[config.mk]
export PLATFORM = sky130hd
export DESIGN_NAME = adc_window_filter_controller_unit
export DESIGN_NICKNAME = d
export VERILOG_FILES = /design/src/sv/awfc_pkg.sv /design/src/sv/adc_window_filter_controller_unit.sv /design/src/sv/awfc_queue.sv /design/src/sv/awfc_exec.sv
export SDC_FILE = /design/constraint.sdc
export NUM_CORES = 2
export LEC_CHECK = 0
export BUFFER_PORTS_ARGS = -buffer_cell sky130_fd_sc_hd__buf_4
export CORE_ASPECT_RATIO = 0.6
export CORE_UTILIZATION = 63
export DETAILED_ROUTE_END_ITERATION = 7
export HOLD_SLACK_MARGIN = 0.06
export PLACE_DENSITY = 0.83
export SYNTH_ARGS = -nofsm -noshare
export SYNTH_HDL_FRONTEND = slang
export SYNTH_SLANG_ARGS = --single-unit
[constraint.sdc]
create_clock -name clock -period 8.4 [get_ports clock]
set_input_delay 0.42 -clock clock [delete_from_list [all_inputs] [get_ports clock]]
set_output_delay 0.42 -clock clock [all_outputs]
set_load 0.05 [all_outputs]
[src/sv/awfc_pkg.sv]
package awfc_pkg;

   localparam int NUM_FILTERS = 8;

   localparam logic [1:0] OP_READ   = 2'd0;
   localparam logic [1:0] OP_WRITE  = 2'd1;
   localparam logic [1:0] OP_SAMPLE = 2'd2;

   localparam logic [4:0] REG_INTR_STATE  = 5'd0;
   localparam logic [4:0] REG_INTR_ENABLE = 5'd1;
   localparam logic [4:0] REG_INTR_TEST   = 5'd2;
   localparam logic [4:0] REG_ALERT_TEST  = 5'd3;
   localparam logic [4:0] REG_EN_CTL      = 5'd4;
   localparam logic [4:0] REG_PD_CTL      = 5'd5;
   localparam logic [4:0] REG_LP_CNT      = 5'd6;
   localparam logic [4:0] REG_NP_CNT      = 5'd7;
   localparam logic [4:0] REG_FSM_RST     = 5'd8;
   localparam logic [4:0] REG_FILT_FIRST  = 5'd9;
   localparam logic [4:0] REG_FILT_LAST   = 5'd24;
   localparam logic [4:0] REG_CHAN0_VAL   = 5'd25;
   localparam logic [4:0] REG_CHAN1_VAL   = 5'd26;
   localparam logic [4:0] REG_WAKEUP_CTL  = 5'd27;
   localparam logic [4:0] REG_FILT_STATUS = 5'd28;
   localparam logic [4:0] REG_INTR_CTL    = 5'd29;
   localparam logic [4:0] REG_INTR_STATUS = 5'd30;
   localparam logic [4:0] REG_FSM_STATE   = 5'd31;

   localparam logic [31:0] FILT_WMASK = 32'h8ffc1ffc;
   localparam logic [31:0] PD_WMASK   = 32'hfffffff1;
   localparam logic [31:0] PD_RESET   = 32'h00064070;
   localparam logic [15:0] NP_RESET   = 16'h009b;
   localparam logic [3:0]  FSM_NP_STATE = 4'd12;
   localparam int TRANS_BIT   = 8;
   localparam int ONESHOT_BIT = 9;

   typedef struct packed {
      logic [1:0]  opcode;
      logic [4:0]  reg_index;
      logic [31:0] write_data;
      logic [9:0]  chan0_sample;
      logic [9:0]  chan1_sample;
   } item_type;

   typedef struct packed {
      logic [31:0] read_data;
      logic        intr_line;
      logic        wakeup_level;
      logic        alert_pulse;
   } result_type;

endpackage

[src/sv/adc_window_filter_controller_unit.sv]
// channel | dir | tdata fields (low bit up)                            | tuser
// req     | in  | reg_index[4:0] write_data[36:5] chan0[46:37] chan1[56:47] | opcode[1:0]
// rsp     | out | read_data[31:0] intr[32] wakeup[33] alert[34]             | -
// One item per cycle sustained while rsp_tready is high; each result passes the
// front queue and then the result register of the execute stage.
// Synchronous active-high reset restores registers but not queue data or the result.
// The front queue keeps accepting while a result waits on rsp_tready, until
// its two entries fill; then req_tready drops.
module adc_window_filter_controller_unit
   import awfc_pkg::*;
(
   input  logic        clock,
   input  logic        reset,
   input  logic        req_tvalid,
   output logic        req_tready,
   input  logic [63:0] req_tdata,  // reg_index, write_data, chan0, chan1
   input  logic [1:0]  req_tuser,  // opcode
   output logic        rsp_tvalid,
   input  logic        rsp_tready,
   output logic [39:0] rsp_tdata   // read_data, intr_line, wakeup, alert
);
   item_type   in_item, q_item;
   result_type res;
   logic       q_valid, q_ready;

   // unpack the transfer into an item
   always_comb begin
      in_item.opcode       = req_tuser;
      in_item.reg_index    = req_tdata[4:0];
      in_item.write_data   = req_tdata[36:5];
      in_item.chan0_sample = req_tdata[46:37];
      in_item.chan1_sample = req_tdata[56:47];
   end

   awfc_queue u_queue (
      .clock, .reset,
      .in_valid(req_tvalid), .in_ready(req_tready), .in_item(in_item),
      .out_valid(q_valid), .out_ready(q_ready), .out_item(q_item)
   );

   awfc_exec u_exec (
      .clock, .reset,
      .in_valid(q_valid), .in_ready(q_ready), .in_item(q_item),
      .out_valid(rsp_tvalid), .out_ready(rsp_tready), .out_result(res)
   );

   assign rsp_tdata = {5'd0, res.alert_pulse, res.wakeup_level, res.intr_line,
                       res.read_data};
endmodule

[src/sv/awfc_queue.sv]
module awfc_queue
   import awfc_pkg::*;
(
   input  logic     clock,
   input  logic     reset,
   input  logic     in_valid,
   output logic     in_ready,
   input  item_type in_item,
   output logic     out_valid,
   input  logic     out_ready,
   output item_type out_item
);
   // two-entry queue, full throughput
   item_type    mem_ff [2];
   logic        wptr_ff, wptr_in, rptr_ff, rptr_in;
   logic [1:0]  cnt_ff, cnt_in;
   logic        push, pop;

   assign in_ready  = (cnt_ff != 2'd2);
   assign out_valid = (cnt_ff != 2'd0);
   assign out_item  = mem_ff[rptr_ff];
   assign push = in_valid && in_ready;
   assign pop  = out_valid && out_ready;

   always_comb begin
      wptr_in = push ? ~wptr_ff : wptr_ff;
      rptr_in = pop ? ~rptr_ff : rptr_ff;
      cnt_in  = cnt_ff + {1'b0, push} - {1'b0, pop};
   end

   always_ff @(posedge clock) begin
      if (reset) begin
         wptr_ff <= 1'b0;
         rptr_ff <= 1'b0;
         cnt_ff  <= 2'd0;
      end else begin
         wptr_ff <= wptr_in;
         rptr_ff <= rptr_in;
         cnt_ff  <= cnt_in;
      end
      if (push) mem_ff[wptr_ff] <= in_item;
   end

`ifndef SYNTH
   a_no_overflow: assert property (@(posedge clock) disable iff (reset)
      cnt_ff == 2'd2 |-> !in_ready) else $error("queue overflow");
   a_cnt_range: assert property (@(posedge clock) disable iff (reset)
      cnt_ff != 2'd3) else $error("queue count out of range");
   a_pop_count: assert property (@(posedge clock) disable iff (reset)
      (pop && !push) |=> cnt_ff == $past(cnt_ff) - 2'd1) else $error("pop count");
`endif
endmodule

[src/sv/awfc_exec.sv]
module awfc_exec
   import awfc_pkg::*;
(
   input  logic       clock,
   input  logic       reset,
   input  logic       in_valid,
   output logic       in_ready,
   input  item_type   in_item,
   output logic       out_valid,
   input  logic       out_ready,
   output result_type out_result
);
   logic        ip_ff, ip_in, ie_ff, ie_in, it_ff, it_in;
   logic [1:0]  en_ff, en_in;
   logic [31:0] pd_ff, pd_in;
   logic [7:0]  lp_ff, lp_in;
   logic [15:0] np_ff, np_in;
   logic        fr_ff, fr_in;
   logic [31:0] filt_ff [16];
   logic [31:0] filt_in [16];
   logic [9:0]  c0v_ff, c0v_in, c1v_ff, c1v_in, c0l_ff, c0l_in, c1l_ff, c1l_in;
   logic [8:0]  wk_ff, wk_in, fs_ff, fs_in;
   logic [9:0]  ic_ff, ic_in, is_ff, is_in;
   logic [3:0]  st_ff, st_in;
   logic        seen_ff, seen_in;
   logic        ovalid_ff, ovalid_in;
   result_type  ores_ff, ores_in;

   logic        take, cont, any, fsm_go, en, rise;
   logic [31:0] rd;
   logic        alert;
   logic [3:0]  fidx;
   logic [NUM_FILTERS-1:0] hits;

   function automatic logic win(input logic [31:0] ctl, input logic [9:0] v);
      logic ins;
      ins = (ctl[11:2] <= v) && (v <= ctl[27:18]);
      return ctl[12] ? !ins : ins;
   endfunction

   assign in_ready   = !ovalid_ff || out_ready;
   assign take       = in_valid && in_ready;
   assign out_valid  = ovalid_ff;
   assign out_result = ores_ff;
   assign cont = en_ff[0] && !en_ff[1];
   assign fidx = in_item.reg_index[3:0] - REG_FILT_FIRST[3:0];

   always_comb begin
      for (int k = 0; k < NUM_FILTERS; k++) begin
         hits[k] = (filt_ff[k][31] || filt_ff[8+k][31])
            && (!filt_ff[k][31] || win(filt_ff[k], in_item.chan0_sample))
            && (!filt_ff[8+k][31] || win(filt_ff[8+k], in_item.chan1_sample));
      end
   end

   always_comb begin
      ip_in = ip_ff; ie_in = ie_ff; it_in = it_ff; en_in = en_ff; pd_in = pd_ff;
      lp_in = lp_ff; np_in = np_ff; fr_in = fr_ff; filt_in = filt_ff;
      c0v_in = c0v_ff; c1v_in = c1v_ff; c0l_in = c0l_ff; c1l_in = c1l_ff;
      wk_in = wk_ff; fs_in = fs_ff; ic_in = ic_ff; is_in = is_ff;
      st_in = st_ff; seen_in = seen_ff;
      rd = '0; alert = 1'b0; any = 1'b0; fsm_go = 1'b0; en = 1'b0; rise = 1'b0;
      ovalid_in = ovalid_ff && !out_ready;
      ores_in = ores_ff;
      if (take) begin
         case (in_item.opcode)
            OP_READ: begin
               case (in_item.reg_index) inside
                  [REG_FILT_FIRST:REG_FILT_LAST]: rd = filt_ff[fidx];
                  REG_INTR_STATE:  rd = {31'd0, ip_ff};
                  REG_INTR_ENABLE: rd = {31'd0, ie_ff};
                  REG_EN_CTL:      rd = {30'd0, en_ff};
                  REG_PD_CTL:      rd = pd_ff;
                  REG_LP_CNT:      rd = {24'd0, lp_ff};
                  REG_NP_CNT:      rd = {16'd0, np_ff};
                  REG_FSM_RST:     rd = {31'd0, fr_ff};
                  REG_CHAN0_VAL:   rd = {4'd0, c0l_ff, 6'd0, c0v_ff, 2'd0};
                  REG_CHAN1_VAL:   rd = {4'd0, c1l_ff, 6'd0, c1v_ff, 2'd0};
                  REG_WAKEUP_CTL:  rd = {23'd0, wk_ff};
                  REG_FILT_STATUS: rd = {23'd0, fs_ff};
                  REG_INTR_CTL:    rd = {22'd0, ic_ff};
                  REG_INTR_STATUS: rd = {22'd0, is_ff};
                  REG_FSM_STATE:   rd = {28'd0, st_ff};
                  default:         rd = '0;
               endcase
            end
            OP_WRITE: begin
               case (in_item.reg_index) inside
                  [REG_FILT_FIRST:REG_FILT_LAST]: begin
                     filt_in[fidx] = in_item.write_data & FILT_WMASK;
                     fsm_go = cont;
                  end
                  REG_INTR_STATE: begin
                     ip_in = (is_ff != '0) || it_ff;
                  end
                  REG_INTR_ENABLE: ie_in = in_item.write_data[0];
                  REG_INTR_TEST: begin
                     it_in = in_item.write_data[0];
                     ip_in = (is_ff != '0) || in_item.write_data[0];
                  end
                  REG_ALERT_TEST: alert = in_item.write_data[0];
                  REG_EN_CTL: begin
                     en_in = in_item.write_data[1:0];
                     fsm_go = 1'b1;
                  end
                  REG_PD_CTL: begin
                     pd_in = in_item.write_data & PD_WMASK;
                     fsm_go = cont;
                  end
                  REG_LP_CNT: lp_in = in_item.write_data[7:0];
                  REG_NP_CNT: np_in = in_item.write_data[15:0];
                  REG_FSM_RST: begin
                     fr_in = in_item.write_data[0];
                     fsm_go = 1'b1;
                  end
                  REG_WAKEUP_CTL: wk_in = in_item.write_data[8:0];
                  REG_FILT_STATUS: begin
                     fs_in = fs_ff & ~in_item.write_data[8:0];
                     ip_in = (is_ff != '0) || it_ff;
                  end
                  REG_INTR_CTL: begin
                     ic_in = in_item.write_data[9:0];
                     ip_in = (is_ff != '0) || it_ff;
                  end
                  REG_INTR_STATUS: begin
                     is_in = is_ff & ~in_item.write_data[9:0];
                     ip_in = (is_in != '0) || it_ff;
                  end
                  default: ;
               endcase
               // enable state machine uses the post-write registers
               if (fsm_go) begin
                  if (fr_in) begin
                     seen_in = 1'b0;
                     st_in = '0;
                  end else begin
                     en = en_in[0];
                     rise = !seen_ff && en;
                     seen_in = en;
                     if (!en) begin
                        st_in = '0;
                     end else if (en_in[1]) begin
                        if (rise) begin
                           c0v_in = in_item.chan0_sample;
                           c1v_in = in_item.chan1_sample;
                           c0l_in = in_item.chan0_sample;
                           c1l_in = in_item.chan1_sample;
                           if (ic_ff[ONESHOT_BIT]) is_in[ONESHOT_BIT] = 1'b1;
                           st_in = '0;
                           ip_in = (is_in != '0) || it_ff;
                        end
                     end else begin
                        st_in = FSM_NP_STATE;
                     end
                  end
               end
            end
            OP_SAMPLE: begin
               if (cont && !fr_ff) begin
                  any = (hits != '0);
                  fs_in[NUM_FILTERS-1:0] = fs_ff[NUM_FILTERS-1:0] | hits;
                  is_in[NUM_FILTERS-1:0] = is_ff[NUM_FILTERS-1:0]
                     | (hits & ic_ff[NUM_FILTERS-1:0]);
                  c0v_in = in_item.chan0_sample;
                  c1v_in = in_item.chan1_sample;
                  if (any) begin
                     c0l_in = in_item.chan0_sample;
                     c1l_in = in_item.chan1_sample;
                     if (pd_ff[0]) begin
                        fs_in[TRANS_BIT] = 1'b1;
                        if (ic_ff[TRANS_BIT]) is_in[TRANS_BIT] = 1'b1;
                     end
                  end
                  ip_in = (is_in != '0) || it_ff;
               end
            end
            default: ;
         endcase
         ovalid_in = 1'b1;
         ores_in.read_data    = rd;
         ores_in.intr_line    = ip_in && ie_in;
         ores_in.wakeup_level = (fs_in & wk_in) != '0;
         ores_in.alert_pulse  = alert;
      end
   end

   always_ff @(posedge clock) begin
      if (reset) begin
         ip_ff <= 1'b0; ie_ff <= 1'b0; it_ff <= 1'b0; en_ff <= '0;
         pd_ff <= PD_RESET; lp_ff <= 8'd4; np_ff <= NP_RESET; fr_ff <= 1'b0;
         for (int i = 0; i < 16; i++) filt_ff[i] <= '0;
         c0v_ff <= '0; c1v_ff <= '0; c0l_ff <= '0; c1l_ff <= '0;
         wk_ff <= '0; fs_ff <= '0; ic_ff <= '0; is_ff <= '0;
         st_ff <= '0; seen_ff <= 1'b0; ovalid_ff <= 1'b0;
      end else begin
         ip_ff <= ip_in; ie_ff <= ie_in; it_ff <= it_in; en_ff <= en_in;
         pd_ff <= pd_in; lp_ff <= lp_in; np_ff <= np_in; fr_ff <= fr_in;
         filt_ff <= filt_in;
         c0v_ff <= c0v_in; c1v_ff <= c1v_in; c0l_ff <= c0l_in; c1l_ff <= c1l_in;
         wk_ff <= wk_in; fs_ff <= fs_in; ic_ff <= ic_in; is_ff <= is_in;
         st_ff <= st_in; seen_ff <= seen_in; ovalid_ff <= ovalid_in;
      end
      ores_ff <= ores_in;
   end

`ifndef SYNTH
   a_hold: assert property (@(posedge clock) disable iff (reset)
      (ovalid_ff && !out_ready) |=> $stable(ores_ff)) else $error("result changed");
   a_pend: assert property (@(posedge clock) disable iff (reset)
      (is_ff != '0) |-> ip_ff) else $error("pending lost");
   a_state: assert property (@(posedge clock) disable iff (reset)
      (st_ff == '0 || st_ff == FSM_NP_STATE)) else $error("bad fsm code");
`endif
endmodule
==> metrics.md <==
| Metric | Value |
|---|---|
| Status | finished clean |
| R2R depth | 16 |
| Initial Util | 0.642 |
| RSZ-0062 raised after global routing | no |
| Arr. time, crit path | 6.62 ns |
| Yosys cell types | 71 |
| I/O Buffers | 99 |
| P per Cell Area | 283 nW/µm² |
| Clk root buf | clkbuf_16 |
| Highest fanout seen on the critical path | 40 |
| ANT cells | 0 |
| GRT Resource Usage Total | 0.395 |
| Synthesis-stage register bit count | 650 |
| Register-to-register setup slack | 2.31 ns |
| Fraction of layout cells with a size suffix above 1 | 0.114 |
| Via density | 6.81 |
| Uppermost layer routed | met5 |
| Post-synthesis sequential area ratio | 0.416 |
| Vias in the first global route | 27,700 |
| FILL cells | 3,937 |
| Clock transition at the registers of the reported paths | ~0.070 ns |
| Mean Syn Cell Area | 9.60 µm² |
| Die area | 56,500 µm² |
| CTS Hold Bufs | 59 |
| Rows | 66 |
| Yosys Warn Count | 0 |
| Minimum clock period | 6.09 ns |
| Routed len/inst | 25.5 µm |
| WL met2 | 43,900 µm |
| Most used cell, CP | buf_4 |
| # clock sinks | 650 |
| Overflow after GRT | 0 |
| Via Count | about 30,000 |
| CP endpoint | u_exec.c1l_ff[4]$_SDFFE_PP0P_ |
| Cell Chain, Critical Path | buf_4, mux2i_1, buf_4, inv_1, ha_1, a21oi_1, o21ai_0, a2111oi_0, o22ai_1, mux2i_1, a311oi_1, nor4_1, nand4_1, buf_4, a21oi_1, a311oi_1 |
| Initial antenna violation count | 3 |
| Async set-reset flop share out of synthesis | 0 |
| CP max stage cell | a311oi_1 |
| Mapped Area | 35,000 µm² |
| Area Overhead vs Synth | 11.9% |
| Slew Viols, Final | 0 |
| Max Clk Rate | 164 MHz |
| Path type of the worst min-delay path | input port to flip-flop |
| Antenna Nets Post-Route | 0 |
| Main flop type after synthesis | dfxtp_1 |
| Final Setup Violations | 0 |
| TNS Setup | 0 ns |
| GP Congestion | ~1.0 |
| Die span in x | 306 µm |
| CP Launch Type | flip-flop |
| Total Routed Length | between 100,000 and 150,000 µm |
| Core area | 54,500 µm² |
| Worst flop-to-flop path endpoint | u_exec.c1l_ff[4]$_SDFFE_PP0P_ |
| VDD IR-drop max | 0.000292 V |
| WS Path Type | flip-flop to flip-flop |
| Critical path's largest stage delay | 0.87 ns |
| Slew Limit Headroom | 0.138 |
| Max Root-Sink Buffers | 3 |
| Post-synthesis cell count | 3,645 |
| 1st-pass router iterations | 7 |
| Largest net degree at the start of global routing | 224 |
| I/O Pins | 112 |
| Num CTS Buffers | 58 |
| Worst Tran Pin Value | 1.29 ns |
| Total chip power | 11.1 mW |
| Clk_lat worst skew | 0.65 ns |
| Total of max-cap violations | 0 |
| Critical Path RT | 8.93 ns |
| Die span in y | roughly 180 µm |
| Layout Nets | 4,079 |
| Setup bufs post-CTS | 0 |
| Skew final | 0.0229 ns |
| CTS tree | done |
| Drt first-iter violations | 4,353 |
| Post-synth EDFFs | 153 |
| Wire length on met1 | 46,700 µm |
| First-pass GRT wire length | 169,000 µm |
| H-tree levels | 2 |
| Remaining DRCs | 0 |
| Endpoint type of the worst setup path | flip-flop |
| Hpwl dp | 76,600 µm |
| Final worst path period share | 0.725 |
| Post-CTS resize count | 0 |
| Final hold violation count | 0 |
| Routed met3 length | 18,600 µm |
| Lkg Pwr | 13.7 nW |
## layer usage
layer	track usage	vias to the layer above
met2	0.528	2003
met1	0.575	14400
met5	0	-
met4	0.128	6
li1	-	13600
met3	0.155	250
## placed cells by master (no fill, tap or decap), types with 58 or more instances in the layout
master / netlist / layout
dlygate4sd3_1: 0 / 59
clkbuf_16: 0 / 58
a211oi_1: 464 / 464
nand4_1: 61 / 61
dfxtp_1: 497 / 496
buf_4: 8 / 155
nor2_1: 560 / 543
a21oi_1: 179 / 179
o21ai_0: 128 / 128
ha_1: 330 / 329
inv_1: 235 / 234
mux4_2: 110 / 110
edfxtp_1: 153 / 153
nand2_1: 188 / 188
## power breakdown
group          internal (mW)  switching (mW)  leakage [nW]
sequential              3.51           0.175          5.46
clock                   1.56            1.26         0.973
combinational           1.45            3.14          7.23
total                   6.52            4.58          13.7
## cell usage after synthesis (67+ instances only)
master | count | share of area
clkbuf_1 | 214 | 0.023
edfxtp_1 | 153 | 0.13
inv_1 | 235 | 0.025
dfxtp_1 | 497 | 0.28
a21oi_1 | 179 | 0.026
nand2_1 | 188 | 0.020
a211oi_1 | 464 | 0.10
ha_1 | 330 | 0.12
nor2_1 | 560 | 0.060
mux4_2 | 110 | 0.071
o21ai_0 | 128 | 0.018
mux2i_1 | 67 | 0.019
## how the worst min path moves through the flow
stage / from / to / slack (ns) / cells past startpoint
6_report: rsp_tready / u_exec.out_valid$_SDFF_PP0_ / 0.08 / 3
5_1_grt: rsp_tready / u_exec.out_valid$_SDFF_PP0_ / 0.07 / 3
4_1_cts: rsp_tready / u_exec.out_valid$_SDFF_PP0_ / 0.07 / 3
3_5_place_dp: u_exec.np_ff[1]$_SDFFE_PP1P_ / u_exec.np_ff[1]$_SDFFE_PP1P_ / 0.45 / 1
3_3_place_gp: u_exec.pd_ff[17]$_SDFFE_PP1P_ / u_exec.pd_ff[17]$_SDFFE_PP1P_ / 0.44 / 1
2_1_floorplan: u_exec.pd_ff[17]$_SDFFE_PP1P_ / u_exec.pd_ff[17]$_SDFFE_PP1P_ / 0.43 / 1
## cells by family after synthesis
group	count (synthesis)	synth area share
and+or+nand+nor	995	0.124
xor gates and xnor gates	6	0.00150
buffers and inverters	484	0.0530
adders and majority gates	330	0.118
AOI/OAI and AO/OA	996	0.196
DFF	650	0.416
other	1	0.000107
muxes	183	0.0919
## critical path, delay by kind of cell (launching register included)
family | cells | cell delay [ns]
AO/OA/AOI/OAI | 7 | 2.61
buffers and inverters | 4 | 1.59
flip-flops | 1 | 0.55
multiplexers | 2 | 0.43
adder cells (fa/ha/maj) | 1 | 0.41
AND/OR/NAND/NOR | 2 | 0.32
## registers in the layout (all words and copies together) (netlist names), 2 cells and up, named ones only
name	count
u_exec.c1v_ff	10
u_exec.np_ff	16
u_exec.c1l_ff	10
u_queue.cnt_ff	2
u_exec.en_ff	2
u_exec.wk_ff	9
u_exec.filt_ff	352
u_exec.ic_ff	10
u_exec.lp_ff	8
u_exec.pd_ff	29
u_queue.mem_ff	118
u_exec.out_result	35
u_exec.is_ff	10
u_exec.fs_ff	9
u_exec.c0v_ff	10
u_exec.c0l_ff	10
## stage by stage
stage / worst slack (ns) / util / hold slack [ns] / cells / instance area (µm²)
6_report: 2.31 / 0.718 / 0.0793 / 4443 / 39200
5_1_grt: 2.29 / 0.718 / 0.0700 / 4443 / 39200
4_1_cts: 2.52 / 0.718 / 0.0692 / 4443 / 39200
3_5_place_dp: 2.58 / 0.671 / 0.449 / 4274 / 36600
3_3_place_gp: 2.73 / 0.671 / 0.438 / 4274 / 36600
2_1_floorplan: 2.44 / - / 0.427 / 3649 / 35000
## final cells by class
type	instances	area (µm²)	area share
clock inverters	24	278	0.00709
inverters	236	886	0.0226
repair buffers	218	1830	0.0467
flip-flops and latches	650	14500	0.372
multi-input cells	2515	19000	0.486
clock buffers	86	1710	0.0436
well taps	714	893	0.0228
Power figures use the tool's default switching activity.
